<file path="src/fw2d_pkg.sv">
// Shared types, constants and the control program of the 2-D Fenwick tree rectangle-sum unit.
package fw2d_pkg;

    localparam int IDX_W  = 7;
    localparam int WALK_W = IDX_W + 1;
    localparam int IDX_MAX = (1 << IDX_W) - 1;
    localparam int SUM_W  = 64;
    localparam int DELTA_W = 32;
    localparam int CFG_IDX_W = 2;

    localparam logic [CFG_IDX_W-1:0] REG_ROWS_USED = 2'd0;
    localparam logic [CFG_IDX_W-1:0] REG_COLS_USED = 2'd1;

    localparam logic CMD_ADD   = 1'b0;
    localparam logic CMD_QUERY = 1'b1;

    typedef logic [3:0] t_step;

    localparam t_step S_CLR     = 4'd0;
    localparam t_step S_IDLE    = 4'd1;
    localparam t_step S_ADD_ROW = 4'd2;
    localparam t_step S_ADD_RD  = 4'd3;
    localparam t_step S_ADD_WR  = 4'd4;
    localparam t_step S_ADD_NXT = 4'd5;
    localparam t_step S_Q_TERM  = 4'd6;
    localparam t_step S_Q_ROW   = 4'd7;
    localparam t_step S_Q_RD    = 4'd8;
    localparam t_step S_Q_ACC   = 4'd9;
    localparam t_step S_Q_RNXT  = 4'd10;
    localparam t_step S_Q_NEXT  = 4'd11;
    localparam t_step S_OUT     = 4'd12;

    typedef enum logic [1:0] {
        IDX_HOLD,
        IDX_LOAD,
        IDX_UP,
        IDX_DOWN
    } t_idx_op;

    typedef enum logic [2:0] {
        COND_NEXT,
        COND_JUMP,
        COND_START,
        COND_EMIT,
        COND_I_END,
        COND_J_END,
        COND_K_MORE,
        COND_CLR_MORE
    } t_cond;

    typedef struct packed {
        t_cond   cond;
        t_step   target;
        t_idx_op i_op;
        t_idx_op j_op;
        logic    mem_rd;
        logic    mem_wr;
        logic    mem_clr;
        logic    acc_en;
        logic    k_inc;
        logic    idle;
        logic    emit;
    } t_ctrl;

    typedef struct packed {
        logic  start;
        t_step start_step;
        logic  i_end;
        logic  j_end;
        logic  k_more;
        logic  clr_more;
        logic  out_free;
    } t_flags;

    function automatic t_ctrl ctrl_rom(input t_step s);
        t_ctrl cw;
        cw = '0;
        case (s)
            S_CLR: begin
                cw.mem_clr = 1'b1;
                cw.cond    = COND_CLR_MORE;
                cw.target  = S_CLR;
            end
            S_IDLE: begin
                cw.idle   = 1'b1;
                cw.cond   = COND_START;
                cw.target = S_IDLE;
            end
            S_ADD_ROW: begin
                cw.j_op   = IDX_LOAD;
                cw.cond   = COND_I_END;
                cw.target = S_OUT;
            end
            S_ADD_RD: begin
                cw.mem_rd = 1'b1;
                cw.cond   = COND_J_END;
                cw.target = S_ADD_NXT;
            end
            S_ADD_WR: begin
                cw.mem_wr = 1'b1;
                cw.j_op   = IDX_UP;
                cw.cond   = COND_JUMP;
                cw.target = S_ADD_RD;
            end
            S_ADD_NXT: begin
                cw.i_op   = IDX_UP;
                cw.cond   = COND_JUMP;
                cw.target = S_ADD_ROW;
            end
            S_Q_TERM: begin
                cw.i_op = IDX_LOAD;
                cw.cond = COND_NEXT;
            end
            S_Q_ROW: begin
                cw.j_op   = IDX_LOAD;
                cw.cond   = COND_I_END;
                cw.target = S_Q_NEXT;
            end
            S_Q_RD: begin
                cw.mem_rd = 1'b1;
                cw.cond   = COND_J_END;
                cw.target = S_Q_RNXT;
            end
            S_Q_ACC: begin
                cw.acc_en = 1'b1;
                cw.j_op   = IDX_DOWN;
                cw.cond   = COND_JUMP;
                cw.target = S_Q_RD;
            end
            S_Q_RNXT: begin
                cw.i_op   = IDX_DOWN;
                cw.cond   = COND_JUMP;
                cw.target = S_Q_ROW;
            end
            S_Q_NEXT: begin
                cw.k_inc  = 1'b1;
                cw.cond   = COND_K_MORE;
                cw.target = S_Q_TERM;
            end
            S_OUT: begin
                cw.emit   = 1'b1;
                cw.cond   = COND_EMIT;
                cw.target = S_IDLE;
            end
            default: begin
                cw.cond   = COND_JUMP;
                cw.target = S_IDLE;
            end
        endcase
        return cw;
    endfunction

endpackage

</file>
<file path="src/fw2d_seq.sv">
// Microcode sequencer: step counter, control store lookup and conditional jumps.
module fw2d_seq
    import fw2d_pkg::*;
(
    input  logic   i_clk,
    input  logic   i_rst_n,
    input  t_flags i_flags,
    output t_ctrl  o_ctrl
);

    t_step r_step;
    t_step n_step;
    t_ctrl cw;

    assign cw     = ctrl_rom(r_step);
    assign o_ctrl = cw;

    always_comb begin
        case (cw.cond)
            COND_NEXT:     n_step = r_step + t_step'(1);
            COND_JUMP:     n_step = cw.target;
            COND_START:    n_step = i_flags.start ? i_flags.start_step : r_step;
            COND_EMIT:     n_step = i_flags.out_free ? cw.target : r_step;
            COND_I_END:    n_step = i_flags.i_end ? cw.target : r_step + t_step'(1);
            COND_J_END:    n_step = i_flags.j_end ? cw.target : r_step + t_step'(1);
            COND_K_MORE:   n_step = i_flags.k_more ? cw.target : r_step + t_step'(1);
            COND_CLR_MORE: n_step = i_flags.clr_more ? cw.target : r_step + t_step'(1);
            default:       n_step = S_IDLE;
        endcase
    end

    always_ff @(posedge i_clk) begin
        if (!i_rst_n) begin
            r_step <= S_CLR;
        end else begin
            r_step <= n_step;
        end
    end

endmodule
</file>
<file path="config.mk">
export PLATFORM = sky130hd
export DESIGN_NAME = fw2d_seq
export DESIGN_NICKNAME = d
export VERILOG_FILES = /design/src/fw2d_pkg.sv /design/src/fw2d_seq.sv
export SDC_FILE = /design/constraint.sdc
export NUM_CORES = 1
export LEC_CHECK = 0
export ABC_AREA = 1
export BUFFER_PORTS_ARGS = -buffer_cell sky130_fd_sc_hd__buf_2
export CORE_MARGIN = 2
export CORE_UTILIZATION = 48
export CTS_BUF_LIST = sky130_fd_sc_hd__clkbuf_8
export CTS_CLUSTER_SIZE = 20
export DETAILED_ROUTE_END_ITERATION = 10
export PLACE_DENSITY = 0.81
export SLEW_MARGIN = 20
export SYNTH_ARGS = -nofsm -noshare
export SYNTH_HDL_FRONTEND = slang
export SYNTH_SLANG_ARGS = --single-unit
</file>
<file path="constraint.sdc">
create_clock -name i_clk -period 1.8 [get_ports i_clk]
set_input_delay 0 -clock i_clk [delete_from_list [all_inputs] [get_ports i_clk]]
set_output_delay 0 -clock i_clk [all_outputs]
set_load 0.01 [all_outputs]
</file>
==> results.toml, run 1 <==
[synth]
yosys-top-cells-count = "nand2_1 (49), inv_1 (32), nor2_1 (24)"
synth_area_leader_cell = "nand2_1"
netlist.area_leader.share_pct = 18.1
synth_seq_cells = 4
ys_warn_count = 0
synth_cell_type_count = 29
synth.most_common_cell = "nand2_1"
syn_area_um2 = 1020
async_flop_share_pct = 0
syn_inst = 189
synth_edf_count = 0
syn_nets = 205
synth_top_flop_cell = "dfxtp_1"
synth_area_leaders = "nand2_1 (18%), inv_1 (12%), nand3_1 (10%), nor2_1 (8.8%), dfxtp_1 (7.9%)"
seq_area_frac_synth_pct = 7.86
syn_area_per_cell_um2 = 5.39

[floorplanning]
die_h_um = 50.1
start_util_pct = 51.4
io_pins = 30
rows = 16
die_x_um = 50.1

[placement]
finalWeightedCongestion = 0.961
numPortBuffers = 29
dp_hpwl_um = 2550
place_ws_ps = -204

[outcome]
haltStage = "5_1_grt"
firstError = "[ERROR GRT-0232] Routing congestion too high. Check the congestion heatmap in the GUI."
status = "did not finish"

[global_route]
grt_max_degree = 9
groute.usage.overall_pct = 74.7
grt.overflow.total = 80

[sta]
grt_worst_setup_endpoint = "r_step[0]$_SDFFE_PN0P_/D"
endpoint_type = "register data pin"

[cts]
clockBufferDepth = 2
cts_htree_levels = 1
clockRootBuffer = "clkbuf_8"
cts_sinks = 4
cts_hold_buf = 0
cts_buffers = 3
timing repair:
| action | CTS |
|---|---|
| pin swaps | 20 |
| buffers inserted | 6 |
| gates resized for setup | 47 |
| gates cloned | 0 |
| setup endpoints to repair | 4 |
per-stage QoR:
step | hold WS (ps) | instances | setup TNS [ps] | area [µm²]
CTS | 35.3 | 287 | -16.3 | 1710
global placement | 291 | 278 | -592 | 1450
floorplan | 132 | 189 | -11.8 | 1020
detailed placement | 275 | 278 | -711 | 1450
logic make-up after synthesis:
kind of cell | count (synthesis) | share of synthesized area [%]
compound gates | 24 | 12.8
buf+inv | 38 | 14.7
xor+xnor | 2 | 1.72
flops | 4 | 7.86
simple gates | 117 | 58.0
fa+ha+maj | 4 | 4.91
routing by layer:
metal  GRT usage [%]  GRT overflow
met5               0             0
met4            91.7            32
met3            39.7             0
met2             103            48
met1            71.6             0
==> inputs of run 2 (changes only) <==
--- a/config.mk
+++ b/config.mk
@@ -7,12 +7,10 @@
 export LEC_CHECK = 0
 export ABC_AREA = 1
 export BUFFER_PORTS_ARGS = -buffer_cell sky130_fd_sc_hd__buf_2
-export CORE_MARGIN = 2
-export CORE_UTILIZATION = 48
-export CTS_BUF_LIST = sky130_fd_sc_hd__clkbuf_8
-export CTS_CLUSTER_SIZE = 20
+export CORE_AREA = 2 2 63 65
 export DETAILED_ROUTE_END_ITERATION = 10
-export PLACE_DENSITY = 0.81
+export DIE_AREA = 0 0 65 67
+export PLACE_DENSITY_LB_ADDON = 0.15
 export SLEW_MARGIN = 20
 export SYNTH_ARGS = -nofsm -noshare
 export SYNTH_HDL_FRONTEND = slang
==> constraint.sdc (replaced) <==
create_clock -name i_clk -period 2.34 [get_ports i_clk]
set_input_delay 0 -clock i_clk [delete_from_list [all_inputs] [get_ports i_clk]]
set_output_delay 0 -clock i_clk [all_outputs]
set_load 0.01 [all_outputs]
==> run 2 against run 1 <==
The run now ends clean. Synthesized area unchanged. Synthesized cell count unchanged.
==> results.toml, run 2 <==
[layout]
drive_above_1_share_pct = 27.9
largest_reg_flops = 4
layout_commonest_cell = "nand2_1"
fin_nets = 244
fin_cells = 274
n_fill_cell = 417
diodes = 0
final_cell_mix = "nand2_1 (49), inv_1 (32), buf_2 (29), nor2_1 (24), nand3_1 (21)"
top_register = "r_step"
multi_input_area_um2 = 791
area_delta_synth_final_pct = 28.3
reg.largest.list = "r_step: 4 flops"
regArea_um2 = 81.3

[placement]
dp_hpwl_um = 2530
place_ws_ps = 104
dp.cells = 271
numPortBuffers = 29
finalWeightedCongestion = 0.822

[synth]
syn_area_per_cell_um2 = 5.39
synth_top_flop_cell = "dfxtp_1"
synth_area_leaders = "nand2_1 (18%), inv_1 (12%), nand3_1 (10%), nor2_1 (8.8%), dfxtp_1 (7.9%)"
async_flop_share_pct = 0
syn_area_um2 = 1020
netlist.area_leader.share_pct = 18.1
syn_inst = 189
synth_edf_count = 0
syn_nets = 205
yosys-top-cells-count = "nand2_1 (49), inv_1 (32), nor2_1 (24)"
synth.most_common_cell = "nand2_1"
seq_area_frac_synth_pct = 7.86
synth_cell_type_count = 29
synth_area_leader_cell = "nand2_1"
ys_warn_count = 0
synth_seq_cells = 4

[critical_path]
crit_buf_inv = 5
worstSetupEndpointType = "flip-flop"
rrSetupSlack_ps = 220
path_cells = "inv_1, ha_2, nand3_1, nand2_2, inv_1, nand3_4, nand3_4, nor2_4, nand2_2, nand2_2, inv_2, o21ai_2, inv_1, nand2_1, inv_1"
worstPathRequired_ps = 2440
cp.arrival_ps = 2220
r2r_end = "r_step[0]"
reg2reg_from = "r_step[0]"
rr_worst_depth = 15
crit_type = "flip-flop to flip-flop"
path_max_fanout = 6
cp_top_family = "simple AND/OR/NAND/NOR gates"
critPathMostFrequentCell = "inv_1"
max_stage_delay_ps = 330
crit_path_start_kind = "flip-flop"
slowest_stage = "dfxtp_2"

[worst_hold_path]
hold_start = "i_rst_n"
hold-path-endpoint = "r_step[1]"
holdPathStages = 3
hp-class = "primary input to flip-flop"

[floorplanning]
rows = 22
io_pins = 30
die_x_um = 65
die_h_um = 67
die-area_um2 = 4360
start_util_pct = 28.2
coreArea_um2 = 3610

[sta]
whs_ps = 56.9
finalHoldViolCount = 0
post-route-period-util_pct = 90.6
tightest_slew_ps = 376
drv_slew = 0
rsz0062_at_grt = "no"
slew_headroom_pct = 74.7
setup_tns_ps = 0
fin_crit_ps = 2120
timing.fmax_ghz = 0.472
fin_ws_ps = 221
setup_viol = 0
clock_skew_ps = 3.51

[pwr]
p_int_w = 0.000659
switching_share_pct = 56.9
power_density_nw_per_um2 = 1170
leakagePower_nw = 0.836
p_clk_share_pct = 9.3
p_comb_share_pct = 82.7
p_seq_share_pct = 8.0
ir_drop_mv = 0.635
switching_power_w = 0.000869

[detailed_routing]
ant_nets = 0
drtPass1Iterations = 4
routed_wl_um = 2950
drc = 0
drt-vias-per-instance = 4.51
wl_per_cell_um = 10.8
vias = 1236
drt-initial-drc-count = 58

[global_route]
grt_pass1_vias = 1052
groute.usage.overall_pct = 14.0
grt_max_degree = 9
antenna_found_initial = 0
grt_first_pass_wirelength_um = 4820
grt.overflow.total = 0

[cts]
cts_htree_levels = 1
clockBufferDepth = 2
cts_tree = "done"
clk_latency_ps = 210
cts_buffers = 3
clockRootBuffer = "clkbuf_8"
clkTransAtPathRegs_ps = 30
cts_sinks = 4

[job]
cap_violations = 0

[outcome]
status = "completed"
[run 2: logic make-up after synthesis]
| kind of cell | Yosys count | synth area share, % |
|---|---|---|
| AND/OR/NAND/NOR | 117 | 58.0 |
| buffers and inverters | 38 | 14.7 |
| AO/OA/AOI/OAI | 24 | 12.8 |
| adder cells (fa/ha/maj) | 4 | 4.91 |
| flip-flops | 4 | 7.86 |
| XOR/XNOR | 2 | 1.72 |
[run 2: area by class of cell]
type / count / share of cell area, %
Clock buffer: 3 / 3.16
Inverter: 36 / 10.3
Multi-Input combinational cell: 147 / 60.5
Sequential cell: 4 / 6.23
Tap cell: 48 / 4.60
Timing Repair Buffer: 36 / 15.1
[run 2: layer usage]
layer / GRT usage (%) / vias to the layer above / wire length, µm
li1: - / 670 / -
met1: 19.5 / 529 / 1400
met2: 23.5 / 37 / 1360
met3: 2.53 / 0 / 200
met4: 0.798 / 0 / 0
met5: 0 / - / 0
[run 2: stage by stage]
stage                     cell area, µm²  utilization [%]  power (W)
final                               1310             36.2    0.00153
after global routing                1310             36.2    0.00171
after CTS                           1300             36.1    0.00153
after detailed placement            1260             35.0    0.00138
after global placement              1260             35.0    0.00141
after floorplan                     1020                -    0.00101
[run 2: worst register-to-register path, cell delays in order, from the launching register on]
cell	delay [ps]
dfxtp_2	330
inv_1	160
ha_2	270
nand3_1	210
nand2_2	150
inv_1	70
nand3_4	110
nand3_4	90
nor2_4	160
nand2_2	80
nand2_2	90
inv_2	60
o21ai_2	100
inv_1	40
nand2_1	60
inv_1	40
[run 2: power groups by stage]
stage / sequential (W) / combinational, W / clock [W]
4_1_cts: 0.000121 / 0.00127 / 0.000147
2_1_floorplan: 0.000115 / 0.000897 / 0
6_report: 0.000122 / 0.00126 / 0.000142
5_1_grt: 0.000128 / 0.00143 / 0.000153
3_3_place_gp: 0.000123 / 0.00129 / 0
3_5_place_dp: 0.000122 / 0.00126 / 0
[run 2: timing repair]
action / 4_1_cts / 5_1_grt
buffers inserted: 0 / 0
hold buffers: 0 / 0
setup endpoints to repair: 0 / 4
hold endpoints to repair: 0 / 0
gates resized for setup: 0 / 2
[run 2: worst max-delay path by stage]
stage / startpoint / endpoint / slack [ps] / cells past startpoint
global placement: r_step[0] / r_step[0] / 30 / 15
finish: r_step[0] / r_step[0] / 220 / 15
global route: r_step[0] / r_step[0] / 70 / 15
CTS: r_step[0] / r_step[0] / 90 / 15
detailed placement: r_step[0] / r_step[0] / 100 / 15
floorplan: r_step[0] / r_step[0] / 400 / 14
(Power assumes the default switching activity.)
